[config.mk]
export PLATFORM = sky130hd
export DESIGN_NAME = signed_int_to_decimal_ascii
export DESIGN_NICKNAME = d
export VERILOG_FILES = /design/src/design/itoa_pkg.sv /design/src/design/itoa_dp.sv /design/src/design/itoa_ctrl.sv /design/src/design/signed_int_to_decimal_ascii.sv
export VERILOG_INCLUDE_DIRS = /design/src /design/src/design
export SDC_FILE = /design/constraint.sdc
export NUM_CORES = 1
export LEC_CHECK = 0
export ABC_AREA = 1
export BUFFER_PORTS_ARGS = -buffer_cell sky130_fd_sc_hd__buf_2
export CAP_MARGIN = 20
export CORE_ASPECT_RATIO = 0.6
export CORE_UTILIZATION = 50
export CTS_BUF_LIST = sky130_fd_sc_hd__clkbuf_8 sky130_fd_sc_hd__clkbuf_16
export CTS_CLUSTER_DIAMETER = 200
export DETAILED_ROUTE_END_ITERATION = 8
export PLACE_DENSITY_LB_ADDON = 0.05
export REMOVE_ABC_BUFFERS = 1
export SYNTH_ARGS = -nofsm -noshare
export SYNTH_HDL_FRONTEND = slang
export SYNTH_SLANG_ARGS = --single-unit
export TNS_END_PERCENT = 30
[constraint.sdc]
create_clock -name clk -period 7.2 [get_ports clk]
set_input_delay 0 -clock clk [delete_from_list [all_inputs] [get_ports clk]]
set_output_delay 0 -clock clk [all_outputs]
set_load 0.03 [all_outputs]
[src/design/signed_int_to_decimal_ascii_assert.svh]
// ----------------------------------------------------------------------------
// Assertion macros for signed_int_to_decimal_ascii
// Short forms for the concurrent checks at the end of the top level.
// ----------------------------------------------------------------------------
`ifndef SIGNED_INT_TO_DECIMAL_ASCII_ASSERT_SVH
`define SIGNED_INT_TO_DECIMAL_ASCII_ASSERT_SVH

// cond at one edge implies prop at the next edge; quiet while in reset
`define ITOA_ASSERT_NEXT(label, cond, prop) \
  label: assert property (@(posedge clk) disable iff (rst) (cond) |=> (prop)) \
    else $error("%m: next-cycle check failed");

// cond at one edge implies prop at the same edge; quiet while in reset
`define ITOA_ASSERT_NOW(label, cond, prop) \
  label: assert property (@(posedge clk) disable iff (rst) (cond) |-> (prop)) \
    else $error("%m: same-cycle check failed");

`endif

[src/design/itoa_pkg.sv]
// ----------------------------------------------------------------------------
// itoa_pkg
// Types and constants shared by the integer to decimal text converter.
// ----------------------------------------------------------------------------
package itoa_pkg;

  localparam int unsigned VALUE_W    = 32;
  localparam int unsigned CHAR_W     = 6;
  localparam int unsigned DIGIT_W    = 4;
  localparam int unsigned MAX_DIGITS = 10;
  localparam int unsigned CNT_W      = 4;   // holds 0..MAX_DIGITS
  localparam int unsigned QUOT_W     = 29;  // (2^32 - 1) / 10 fits in 29 bits

  // ASCII codes, truncated to the character width
  localparam logic [CHAR_W-1:0] CHAR_MINUS = 6'd45;
  localparam logic [CHAR_W-1:0] CHAR_ZERO  = 6'd48;

  // Divide by ten: q = (x * RECIP_TEN) >> RECIP_SHIFT, exact for 32-bit x
  localparam logic [VALUE_W-1:0] RECIP_TEN   = 32'hCCCC_CCCD;
  localparam int unsigned        RECIP_SHIFT = 35;

  // Commands from the controller to the datapath
  typedef struct packed {
    logic load;   // capture sign and magnitude of a new word
    logic mul;    // register the quotient of magnitude by ten
    logic dig;    // store one digit, replace magnitude by quotient
    logic emit;   // present and drop the most significant stored digit
  } cmd_t;

  // Status from the datapath to the controller
  typedef struct packed {
    logic q_zero;      // quotient is zero: this was the last digit
    logic neg;         // word is negative, a sign goes first
    logic last_digit;  // one stored digit remains
  } sts_t;

endpackage

[src/design/itoa_dp.sv]
// ----------------------------------------------------------------------------
// itoa_dp
// Datapath: magnitude, divide-by-ten step, digit store and character output.
// ----------------------------------------------------------------------------
module itoa_dp (
  input  logic                                   clk,
  input  logic                                   rst,
  input  itoa_pkg::cmd_t                         cmd,
  input  logic signed [itoa_pkg::VALUE_W-1:0]    value,
  output itoa_pkg::sts_t                         sts,
  output logic        [itoa_pkg::CHAR_W-1:0]     digit_char
);

  logic [itoa_pkg::VALUE_W-1:0]   mag;
  logic [itoa_pkg::QUOT_W-1:0]    quot;
  logic                           neg;
  logic [itoa_pkg::CNT_W-1:0]     ndig;
  logic [itoa_pkg::DIGIT_W-1:0]   digits [itoa_pkg::MAX_DIGITS];

  logic [2*itoa_pkg::VALUE_W-1:0] prod;
  logic [itoa_pkg::VALUE_W-1:0]   quot_ext;
  logic [itoa_pkg::VALUE_W-1:0]   quot_x10;
  logic [itoa_pkg::VALUE_W-1:0]   rem_full;
  logic [itoa_pkg::CNT_W-1:0]     rd_idx;

  // Reciprocal multiply; register the quotient before using it
  assign prod     = {{itoa_pkg::VALUE_W{1'b0}}, mag} *
                    {{itoa_pkg::VALUE_W{1'b0}}, itoa_pkg::RECIP_TEN};
  assign quot_ext = {{(itoa_pkg::VALUE_W-itoa_pkg::QUOT_W){1'b0}}, quot};
  assign quot_x10 = (quot_ext << 3) + (quot_ext << 1);
  assign rem_full = mag - quot_x10;
  assign rd_idx   = ndig - itoa_pkg::CNT_W'(1);

  always_ff @(posedge clk) begin
    if (cmd.load) begin
      neg <= value[itoa_pkg::VALUE_W-1];
      mag <= value[itoa_pkg::VALUE_W-1] ? (32'd0 - unsigned'(value)) : unsigned'(value);
    end
    if (cmd.mul) begin
      quot <= prod[itoa_pkg::RECIP_SHIFT +: itoa_pkg::QUOT_W];
    end
    if (cmd.dig) begin
      digits[ndig] <= rem_full[itoa_pkg::DIGIT_W-1:0];
      mag          <= quot_ext;
    end
  end

  always_ff @(posedge clk) begin
    if (rst) begin
      ndig <= '0;
    end else if (cmd.load) begin
      ndig <= '0;
    end else if (cmd.dig) begin
      ndig <= ndig + itoa_pkg::CNT_W'(1);
    end else if (cmd.emit) begin
      ndig <= rd_idx;
    end
  end

  assign digit_char     = itoa_pkg::CHAR_ZERO +
                          {{(itoa_pkg::CHAR_W-itoa_pkg::DIGIT_W){1'b0}}, digits[rd_idx]};
  assign sts.q_zero     = (quot == '0);
  assign sts.neg        = neg;
  assign sts.last_digit = (ndig == itoa_pkg::CNT_W'(1));

endmodule

[src/design/itoa_ctrl.sv]
// ----------------------------------------------------------------------------
// itoa_ctrl
// Controller: sequences the digit loop, the sign and the digit output.
// ----------------------------------------------------------------------------
module itoa_ctrl (
  input  logic           clk,
  input  logic           rst,
  input  logic           start,
  input  itoa_pkg::sts_t sts,
  output itoa_pkg::cmd_t cmd,
  output logic           busy,
  output logic           strobe,
  output logic           sel_sign,
  output logic           last
);

  typedef enum logic [4:0] {
    S_IDLE = 5'b00001,
    S_MUL  = 5'b00010,
    S_DIG  = 5'b00100,
    S_SIGN = 5'b01000,
    S_EMIT = 5'b10000
  } state_t;

  state_t state, state_next;

  always_ff @(posedge clk) begin
    if (rst) begin
      state <= S_IDLE;
    end else begin
      state <= state_next;
    end
  end

  always_comb begin
    state_next = state;
    cmd        = '0;
    case (state)
      S_IDLE: begin
        if (start) begin
          cmd.load   = 1'b1;
          state_next = S_MUL;
        end
      end
      S_MUL: begin
        cmd.mul    = 1'b1;
        state_next = S_DIG;
      end
      S_DIG: begin
        cmd.dig = 1'b1;
        if (!sts.q_zero) begin
          state_next = S_MUL;
        end else if (sts.neg) begin
          state_next = S_SIGN;
        end else begin
          state_next = S_EMIT;
        end
      end
      S_SIGN: begin
        state_next = S_EMIT;
      end
      S_EMIT: begin
        cmd.emit = 1'b1;
        if (sts.last_digit) begin
          state_next = S_IDLE;
        end
      end
      default: begin
        state_next = S_IDLE;
      end
    endcase
  end

  assign busy     = (state != S_IDLE);
  assign sel_sign = (state == S_SIGN);
  assign strobe   = (state == S_SIGN) || (state == S_EMIT);
  assign last     = (state == S_EMIT) && sts.last_digit;

endmodule

[src/design/signed_int_to_decimal_ascii.sv]
// ----------------------------------------------------------------------------
// signed_int_to_decimal_ascii
// Converts a signed 32-bit word to its decimal text, one ASCII character
// per output word, most significant first, with a leading '-' if negative.
// ----------------------------------------------------------------------------
//
//   channel  | handshake          | payload          | notes
//   ---------+--------------------+------------------+-------------------------
//   input    | start, busy        | value[31:0] s    | taken when start & !busy
//   output   | strobe             | character[5:0],  | words back to back,
//            |                    | last             | receiver cannot stall
//
// Each digit takes a divide-by-ten step (reciprocal multiply, then
// remainder), least significant digit first; then come the sign word
// for a negative value and one output word per stored digit.
// busy is high from the cycle after acceptance until after the last word.
// Reset (rst, synchronous) returns the controller to idle; digit storage
// needs no clearing.
//
module signed_int_to_decimal_ascii (
  input  logic                                clk,
  input  logic                                rst,
  input  logic                                start,
  output logic                                busy,
  input  logic signed [itoa_pkg::VALUE_W-1:0] value,
  output logic                                strobe,
  output logic        [itoa_pkg::CHAR_W-1:0]  character,
  output logic                                last
);

  itoa_pkg::cmd_t               cmd;
  itoa_pkg::sts_t               sts;
  logic                         sel_sign;
  logic [itoa_pkg::CHAR_W-1:0]  digit_char;

  // Sequence the conversion: digit loop, optional sign, then digits out
  itoa_ctrl u_ctrl (
    .clk      (clk),
    .rst      (rst),
    .start    (start),
    .sts      (sts),
    .cmd      (cmd),
    .busy     (busy),
    .strobe   (strobe),
    .sel_sign (sel_sign),
    .last     (last)
  );

  // Hold magnitude and digits, divide by ten, form the digit character
  itoa_dp u_dp (
    .clk        (clk),
    .rst        (rst),
    .cmd        (cmd),
    .value      (value),
    .sts        (sts),
    .digit_char (digit_char)
  );

  // Drive the sign in its own cycle, the stored digit otherwise
  assign character = sel_sign ? itoa_pkg::CHAR_MINUS : digit_char;

  // --------------------------------------------------------------------------
  // Checks
  // --------------------------------------------------------------------------
`include "signed_int_to_decimal_ascii_assert.svh"

  // An accepted word starts the digit loop, never an output word
  `ITOA_ASSERT_NEXT(a_accept_busy, start && !busy, busy && !strobe)
  // Output words run without gaps until the last one
  `ITOA_ASSERT_NEXT(a_no_gap, strobe && !last, strobe)
  // The last word ends the number and frees the block
  `ITOA_ASSERT_NEXT(a_last_ends, strobe && last, !strobe && !busy)
  // The sign is never the final character
  `ITOA_ASSERT_NOW(a_sign_not_last, strobe && (character == itoa_pkg::CHAR_MINUS), !last)

endmodule
* After elaboration in Yosys (flattened, before gate mapping)
Memory sizes are Yosys's and may differ from the RTL's.
Cells that the tools add are included.
** Word-level totals
- Register bits after elaboration :: 71
- Latch bits :: 0
- RAM bits :: 40
- Bits in read-only memories :: 0
- Bits of input ports :: 35
- Output and inout port bits :: 9
- Memories kept :: 1
** Operators by class
- Add/sub/neg operators :: 6
- Multipliers :: 1
- Divide/modulo/power cells :: 0
- Magnitude comparators :: 0
- Eq/ne operators :: 9
- Shift-type cells :: 0
- Mux-type cells :: 18
- Bitwise gates (word level) :: 0
- Reduce and logical (&&, ||, !) cells :: 7
** Memories
- u_dp.digits :: depth 10, width 4, read ports 1, clocked after Yosys merged registers in 0, wr ports 1, line itoa_dp.sv:18 : logic [itoa_pkg::DIGIT_W-1:0] digits [itoa_pkg::MAX_DIGITS];
** Operators with widths (count)
- 32-bit by 32-bit multiplier with 64-bit output (second input constant) :: 1
- 29-bit two-way mux :: 2
- 32-bit two-way mux :: 1
- 1-bit by 32-bit subtractor with 32-bit output (first input constant) :: 1
- 29-bit zero test :: 1
- 5-bit case mux with 5 select lines :: 1
- 5-bit two-way mux :: 4
- 4-bit two-way mux :: 2
- 1-bit two-way mux :: 7
- 5-bit by 5-bit adder with 6-bit output (first input constant) :: 1
- 6-bit two-way mux :: 1
- 5-bit by 1-bit equality test with 1-bit output (second input constant) :: 1
- 5-bit by 2-bit equality test with 1-bit output (second input constant) :: 1
- 5-bit by 3-bit equality test with 1-bit output (second input constant) :: 1
- 5-bit by 4-bit equality test with 1-bit output (second input constant) :: 1
- 5-bit equality test (second input constant) :: 1
- 5-bit by 1-bit inequality test with 1-bit output (second input constant) :: 1
- 4-bit by 1-bit adder with 4-bit output (second input constant) :: 1
- 4-bit adder :: 1
- 4-bit by 1-bit equality test with 1-bit output (second input constant) :: 1
- 2-bit nonzero test :: 2
- 4-bit by 1-bit subtractor with 4-bit output (second input constant) :: 1
- 4-bit subtractor :: 1
- 2-bit by 1-bit inequality test with 1-bit output (second input constant) :: 1
- 5 further kinds :: 5

* Logic depth before layout (Yosys ltp)
Gate-level depths: netlist of run 1.
- Depth after elaboration :: 4
- Gate-level depth with buffers :: 29

* Hierarchy
A second synthesis of run 1 with hierarchy kept.
** Second synthesis, totals
- Cell total of the unflattened synthesis :: 2864
- Area total of the unflattened synthesis :: 24235.7 um2
** By module, submodules not included
- itoa_dp :: times used 1, cells an instance 2795, area each 23859.1 um2, seq. area each 3113.0 um2
- itoa_ctrl :: times used 1, cells an instance 56, area each 327.8 um2, seq. area each 100.1 um2
- signed_int_to_decimal_ascii :: times used 1, cells an instance 13, area each 48.8 um2, seq. area each 0.0 um2

* Worst setup path before layout of run 1
Ideal clock, no wire load.
- Path kind :: register to register
- Start :: register u_dp.mag[19] in the netlist's numbering
- End :: register u_dp.quot[21] in the netlist's numbering, data pin
- Library setup time :: 0.252 ns
- Arrival time :: 5.697 ns
- Required time :: 6.948 ns
- Path slack :: 1.251 ns
- Cell stages (with the launch flop) :: 25
- Period minus slack after synthesis :: 5.949 ns
- Cell sequence :: edfxtp_1 -> ha_1 -> inv_1 -> fa_1 -> inv_1 -> fa_1 -> inv_1 -> fa_1 -> inv_1 -> fa_1 -> fa_1 -> fa_1 -> inv_1 -> fa_1 -> inv_1 -> ha_1 -> nand2_2 -> nor2_1 -> inv_2 -> nor3_4 -> nand2_1 -> nor3_2 -> nand2_1 -> nand3_1 -> nand2_1
** On the way
- Cells in the longest elaborated chain, start to end :: 1
** Ends and longest elaborated chain
- start: declaration :: line itoa_dp.sv:14 : logic [itoa_pkg::VALUE_W-1:0] mag;
- start signal: assignment :: line itoa_dp.sv:37 : mag <= value[itoa_pkg::VALUE_W-1] ? (32'd0 - unsigned'(value)) : unsigned'(value);
- start signal: assignment :: line itoa_dp.sv:44 : mag <= quot_ext;
- 32-bit by 32-bit multiplier with 64-bit output :: line itoa_dp.sv:27 : assign prod = {{itoa_pkg::VALUE_W{1'b0}}, mag} *
- net u_dp.prod (one bit) :: line itoa_dp.sv:20 : logic [2*itoa_pkg::VALUE_W-1:0] prod;
- end signal: assignment :: line itoa_dp.sv:40 : quot <= prod[itoa_pkg::RECIP_SHIFT +: itoa_pkg::QUOT_W];
- end: declaration :: line itoa_dp.sv:15 : logic [itoa_pkg::QUOT_W-1:0] quot;
The timed path passes the listed nets, and every way through them passes these cells.
A chain may end at the register's enable or synchronous reset.

* Final worst setup path of run 1
- Start :: register u_dp.mag[13] in the netlist's numbering
- End :: register u_dp.quot[0] in the netlist's numbering, data pin
Same word-level chain as after synthesis.

==> impl_metrics.tcl, run 1 <==
set metrics [dict create \
    status "finished clean" \
    maxSlewViolCount 0 \
    start_kind "flop" \
    dpl_cell_area_um2 25400 \
    cts_tree "yes" \
    synth_seq_cells 111 \
    final_net_count 3729 \
    wl_um 84200 \
    grt_usage 0.360 \
    numCtsBuffers 9 \
    worstHoldStart "value[0]" \
    setup_ws_ps 206 \
    hpwl_um 75500 \
    cp.required_ps 7340 \
    r2r_start "u_dp.mag[13]" \
    synth_adder_area_share 0.507 \
    post_drt_wl_per_cell_um 23.5 \
    cp_max_fo 5 \
    yosys.area_share.simple 0.152 \
    pre_cts_slack_ps 187 \
    rr_worst_depth 24 \
    synthCells 2849 \
    cts_root_buf "clkbuf_16" \
    synthFlopType "edfxtp_1" \
    yosysSeqAreaShare 0.133 \
    antenna_found_initial 0 \
    antenna_left 0 \
    die_area_um2 49100 \
    hold_viol 0 \
    holdPathStages 3 \
    die_y_um 172 \
    synth_compound_area_frac 0.0556 \
    synth_top_family_by_area "adder cells" \
    die_w_um 285 \
    drv_cap 0 \
    netlist_area_um2 24100 \
    antenna_cells 0 \
    path_clk_slew_ps 120 \
    rows 61 \
    cp-end-kind "flop" \
    final_core_util 0.552 \
    period_needed_ps 6990 \
    drive_gt1_frac 0.0589 \
    drt-initial-drc-count 1609 \
    finalInstanceArea_um2 25900 \
    dr_total_vias 19300 \
    setup_viol 0 \
    io_buffers 42 \
    hp-class "in2reg" \
    dr.pass1.iters 5 \
    clock_latency_ps 410 \
    relSlewSlack 0.260 \
    overflow 0 \
    fin_crit_sh 0.971 \
    max_freq_mhz 143 \
    mostFrequentLayoutCells "inv_1, nand2_1, fa_1" \
    grt_pass1_vias 19900 \
    synth_edf_count 99 \
    holdPathEnd "u_dp.mag[0]" \
    num-fill-cells 4477 \
    synthMuxAreaShare 0 \
    gp_congestion 1.06 \
    htree_levels 3 \
    area_growth_pct 7.46 \
    coreArea_um2 46900 \
    grt_max_degree 44 \
    yosys_warnings 0 \
    synth_xor_xnor_area_share 0.0229 \
    synth_cell_type_count 50 \
    clock_sinks 111 \
    setup-tns-final_ps 0 \
    cp.arrival_ps 7130 \
    drc_errors 0 \
    vias_per_cell 5.38 \
    ctsLongestPathBuffers 2 \
    reg2reg_to "u_dp.quot[0]" \
    worst_pin_slew_ps 1110 \
    initial_core_util 0.513 \
    finClkSkew_ps 25.1 \
    critical_path_class "reg2reg" \
    syn_area_per_cell_um2 8.46 \
    ioPinCount 44 \
    grt_first_pass_wirelength_um 126000 \
    async_flop_share 0 \
    ff2ff_setup_slack_ps 210 \
    layout_commonest_cell "inv_1" \
]
==> worst max path at each step <==
stage / from / to
finish: u_dp.mag[13] / u_dp.quot[0]
detailed placement: u_dp.mag[20] / u_dp.quot[17]
global placement: u_dp.mag[19] / u_dp.quot[17]
global route: u_dp.mag[18] / u_dp.quot[17]
floorplan: u_dp.mag[19] / u_dp.quot[21]
CTS: u_dp.mag[19] / u_dp.quot[17]
==> metal layers <==
metal | part of all wire | GRT usage
met4 | 0.012 | 0.0523
met3 | 0.17 | 0.199
met2 | 0.37 | 0.469
met5 | 0 | 0
met1 | 0.45 | 0.520
==> kinds of logic (layout without fill, tap and decap cells) <==
kind of cell             count (synthesis)  count (layout)
other                                    1               1
buffers and inverters                  823             929
XOR/XNOR                                63              63
adder cells (fa/ha/maj)                744             744
flip-flops                             111             111
AND/OR/NAND/NOR                        869             869
AO/OA/AOI/OAI                          238             238
==> worst max-delay path: stages, from the launching register on <==
cell and delay, ps:
edfxtp_1 540, ha_1 340, inv_1 180, fa_1 640
inv_1 80, fa_1 520, inv_1 60, fa_1 510
inv_1 70, fa_1 560, fa_1 420, fa_1 510
inv_1 50, fa_1 490, inv_1 50, ha_1 330
nand2_1 160, inv_1 110, nand2_1 110, nor3_2 190
nand2_1 100, inv_1 60, nand2_1 50, nand2_1 140
xor2_1 440
==> what timing repair did <==
| action | 4_1_cts | 5_1_grt |
|---|---|---|
| resized for setup | 0 | 8 |
| setup endpoints to repair | 0 | 21 |
| hold buffers | 6 | 0 |
| endpoints found under the hold margin | 9 | 0 |
| setup buffers | 0 | 9 |
==> through the flow <==
step	instances	hold WS, ps
3_3_place_gp	3549	209
6_report	3585	24.1
5_1_grt	3585	38.5
4_1_cts	3574	10.8
3_5_place_dp	3552	204
2_1_floorplan	2829	72.4
==> synth_stat cells, drive strengths merged (12+ instances only) <==
master  instances  area [um2]
edfxtp         99        2970
nor4           12        93.8
nor2          179         704
fa            387        7750
clkbuf         12        45.0
nand2         524        1980
o21bai         13        97.6
inv           803        3010
xnor2          18         158
o21ai          83         415
nand3          85         438
nor3           27         181
a21oi         100         504
nand4          24         156
xor2           45         394
ha            357        4470
dfxtp          12         240
==> final cells by class <==
type	count	area, um2	share of cell area
clock buffer	9	225	0.00870
sequential	111	3210	0.124
multi-input combinational	1915	17800	0.688
tap	630	788	0.0304
timing repair buffer	110	733	0.0283
inverter	803	3010	0.116
clock inverter	7	93.8	0.00362
==> flip-flops by register name, indices dropped and copies added (netlist names) <==
name	cells
u_dp.digits	40
u_dp.neg	1
u_dp.quot	29
u_dp.mag	32
u_dp.ndig	4
u_ctrl.state	5
Power of run 1 is left out: the tool's default activity adds up to more than one toggle a clock period on the data nets, which glitch-free logic cannot reach.
==> run 2, diff against run 1 <==
--- a/config.mk
+++ b/config.mk
@@ -6,15 +6,14 @@
 export SDC_FILE = /design/constraint.sdc
 export NUM_CORES = 1
 export LEC_CHECK = 0
-export ABC_AREA = 1
 export BUFFER_PORTS_ARGS = -buffer_cell sky130_fd_sc_hd__buf_2
 export CAP_MARGIN = 20
 export CORE_ASPECT_RATIO = 0.6
-export CORE_UTILIZATION = 50
+export CORE_UTILIZATION = 55
 export CTS_BUF_LIST = sky130_fd_sc_hd__clkbuf_8 sky130_fd_sc_hd__clkbuf_16
 export CTS_CLUSTER_DIAMETER = 200
 export DETAILED_ROUTE_END_ITERATION = 8
-export PLACE_DENSITY_LB_ADDON = 0.05
+export PLACE_DENSITY = 0.71
 export REMOVE_ABC_BUFFERS = 1
 export SYNTH_ARGS = -nofsm -noshare
 export SYNTH_HDL_FRONTEND = slang
==> impl_metrics.tcl, run 2 <==
set metrics [dict create \
    grt_usage 0.365 \
    max_freq_mhz 139 \
    cp_cell_sequence "ha_4 > inv_2 > fa_1 > inv_1 > fa_1 > inv_2 > fa_1 > inv_2 > fa_2 > fa_2 > fa_2 > fa_2 > ha_4 > nand4_1 > buf_4 > a2111o_1 > o211ai_1 > a221o_1 > a31o_4 > a31oi_4 > xnor2_2" \
    cp.required_ps 7330 \
    cts_root_buf "clkbuf_16" \
    max_stage_delay_ps 600 \
    async_flop_share 0 \
    period_needed_ps 7190 \
    drt-initial-drc-count 1485 \
    ctsLongestPathBuffers 2 \
    syn_area_per_cell_um2 10.4 \
    yosysSeqAreaShare 0.147 \
    largest_register_ff_count 40 \
    rsz0062_at_grt "yes" \
    cp_slowest_cell "fa_1" \
    cpLargestDelayFamily "adder cells" \
    start_kind "flop" \
    synth_cell_type_count 67 \
    initial_core_util 0.559 \
    die_w_um 260 \
    wl_um 70500 \
    die_y_um 157 \
    status "finished clean" \
    final_net_count 3134 \
    coreArea_um2 39200 \
    grt_max_degree 67 \
    area_growth_pct 14.9 \
    place_inst 2841 \
    numCtsBuffers 9 \
    netlist_area_um2 21900 \
    antenna_found_initial 0 \
    hpwl_um 63100 \
    dpl_cell_area_um2 24200 \
    finalInstanceArea_um2 25200 \
    path_clk_slew_ps 100 \
    post_drt_wl_per_cell_um 24.5 \
    cp.arrival_ps 7320 \
    htree_levels 3 \
    dr_total_vias 16100 \
    vias_per_cell 5.59 \
    mostFrequentLayoutCells "inv_1, fa_1, ha_1" \
    drive_gt1_frac 0.158 \
    setup_viol 0 \
    clock_latency_ps 390 \
    drv_cap 0 \
    setup-tns-final_ps 0 \
    reg_top3 "u_dp.digits (40), u_dp.mag (32), u_dp.quot (29)" \
    synthMostInstantiatedCell "inv_1" \
    cp-end-kind "flop" \
    holdWs_ps 37.5 \
    worst_pin_slew_ps 1240 \
    synthCells 2107 \
    maxSlewViolCount 0 \
    ioPinCount 44 \
    layout.cells.non_filler 2883 \
    largest_register "u_dp.digits" \
    die_area_um2 40700 \
    fin_crit_sh 0.998 \
    cts_tree "yes" \
    critical_path_class "reg2reg" \
    synth_top_area_share 0.354 \
    antenna_left 0 \
    cp_max_fo 4 \
    dr.pass1.iters 5 \
    gp_congestion 1.09 \
    synth_seq_cells 111 \
    path_common_cell "fa_2" \
    overflow 0 \
    worst-path-buf-inv 5 \
    netlist_top_cells_count "inv_1, fa_1, ha_1" \
    yosys_warnings 0 \
    clock_sinks 111 \
    io_buffers 42 \
    rows 56 \
    synth_area_leaders "fa_1, ha_1, edfxtp_1, inv_1, xor2_1" \
    finClkSkew_ps 18.7 \
    grt_first_pass_wirelength_um 105000 \
    synthFlopType "edfxtp_1" \
    synth_edf_count 99 \
    grt_pass1_vias 16900 \
    relSlewSlack 0.168 \
    drc_errors 0 \
    synthDominantAreaCellType "fa_1" \
    layout_commonest_cell "inv_1" \
    hold_viol 0 \
    hp-class "in2reg" \
]
-- run 2: worst paths after layout --
kind	from	end	slack [ps]	cells after the start
min	value[0]	u_dp.mag[0]	40	3
min reg2reg	u_dp.neg	u_ctrl.state[3]	500	1
max reg2reg	u_dp.mag[14]	u_dp.quot[11]	10	21
max	u_dp.mag[14]	u_dp.quot[11]	10	21
-- run 2: kinds of logic (layout without fill, tap and decap cells) --
family,count (synthesis),in the layout,synth area share
adders and majority gates,744,744,0.557
buffers and inverters,598,851,0.103
and+or+nand+nor,267,267,0.0612
AOI/OAI and AO/OA,259,259,0.0754
DFF,111,111,0.147
xor gates and xnor gates,110,110,0.0440
muxes,17,17,0.0126
other,1,2,0.000171
-- run 2: cell type report --
| class | count | area, um2 |
|---|---|---|
| antenna | 1 | 2.50 |
| timing repair buffer | 267 | 1930 |
| inverter | 568 | 2140 |
| sequential | 111 | 3210 |
| fill | 3153 | 14000 |
| multi-input combinational | 1398 | 16900 |
| clock buffer | 9 | 225 |
| tap | 522 | 653 |
| clock inverter | 7 | 93.8 |
-- run 2: worst register-to-register path: stages, from the launching register on --
cell and delay, ps:
edfxtp_1 570, ha_4 350, inv_2 50, fa_1 540, inv_1 60, fa_1 600, inv_2 50, fa_1 490
inv_2 50, fa_2 540, fa_2 480, fa_2 580, fa_2 530, ha_4 330, nand4_1 170, buf_4 200
a2111o_1 340, o211ai_1 290, a221o_1 280, a31o_4 200, a31oi_4 90, xnor2_2 140
-- run 2: timing repair --
item	in CTS	in global routing
buffers inserted	0	19
resized for setup	9	79
pin swaps	0	48
hold buffers	6	0
endpoints found under the setup margin	8	22
endpoints found under the hold margin	9	0
-- run 2: per-layer routing --
layer | wire length, um | GRT usage | share of wire
met1 | 31300 | 0.526 | 0.44
met2 | 25700 | 0.457 | 0.36
met3 | 12600 | 0.235 | 0.18
met4 | 694 | 0.0485 | 0.0098
met5 | 165 | 0.0302 | 0.0023
-- run 2: stage by stage --
stage / utilization / setup WS, ps
2_1_floorplan: - / 452
3_3_place_gp: 0.618 / -67.1
3_5_place_dp: 0.618 / -118
4_1_cts: 0.628 / -1.44
5_1_grt: 0.642 / -64.5
6_report: 0.643 / 11.0
Power of run 2 is left out for the same reason.
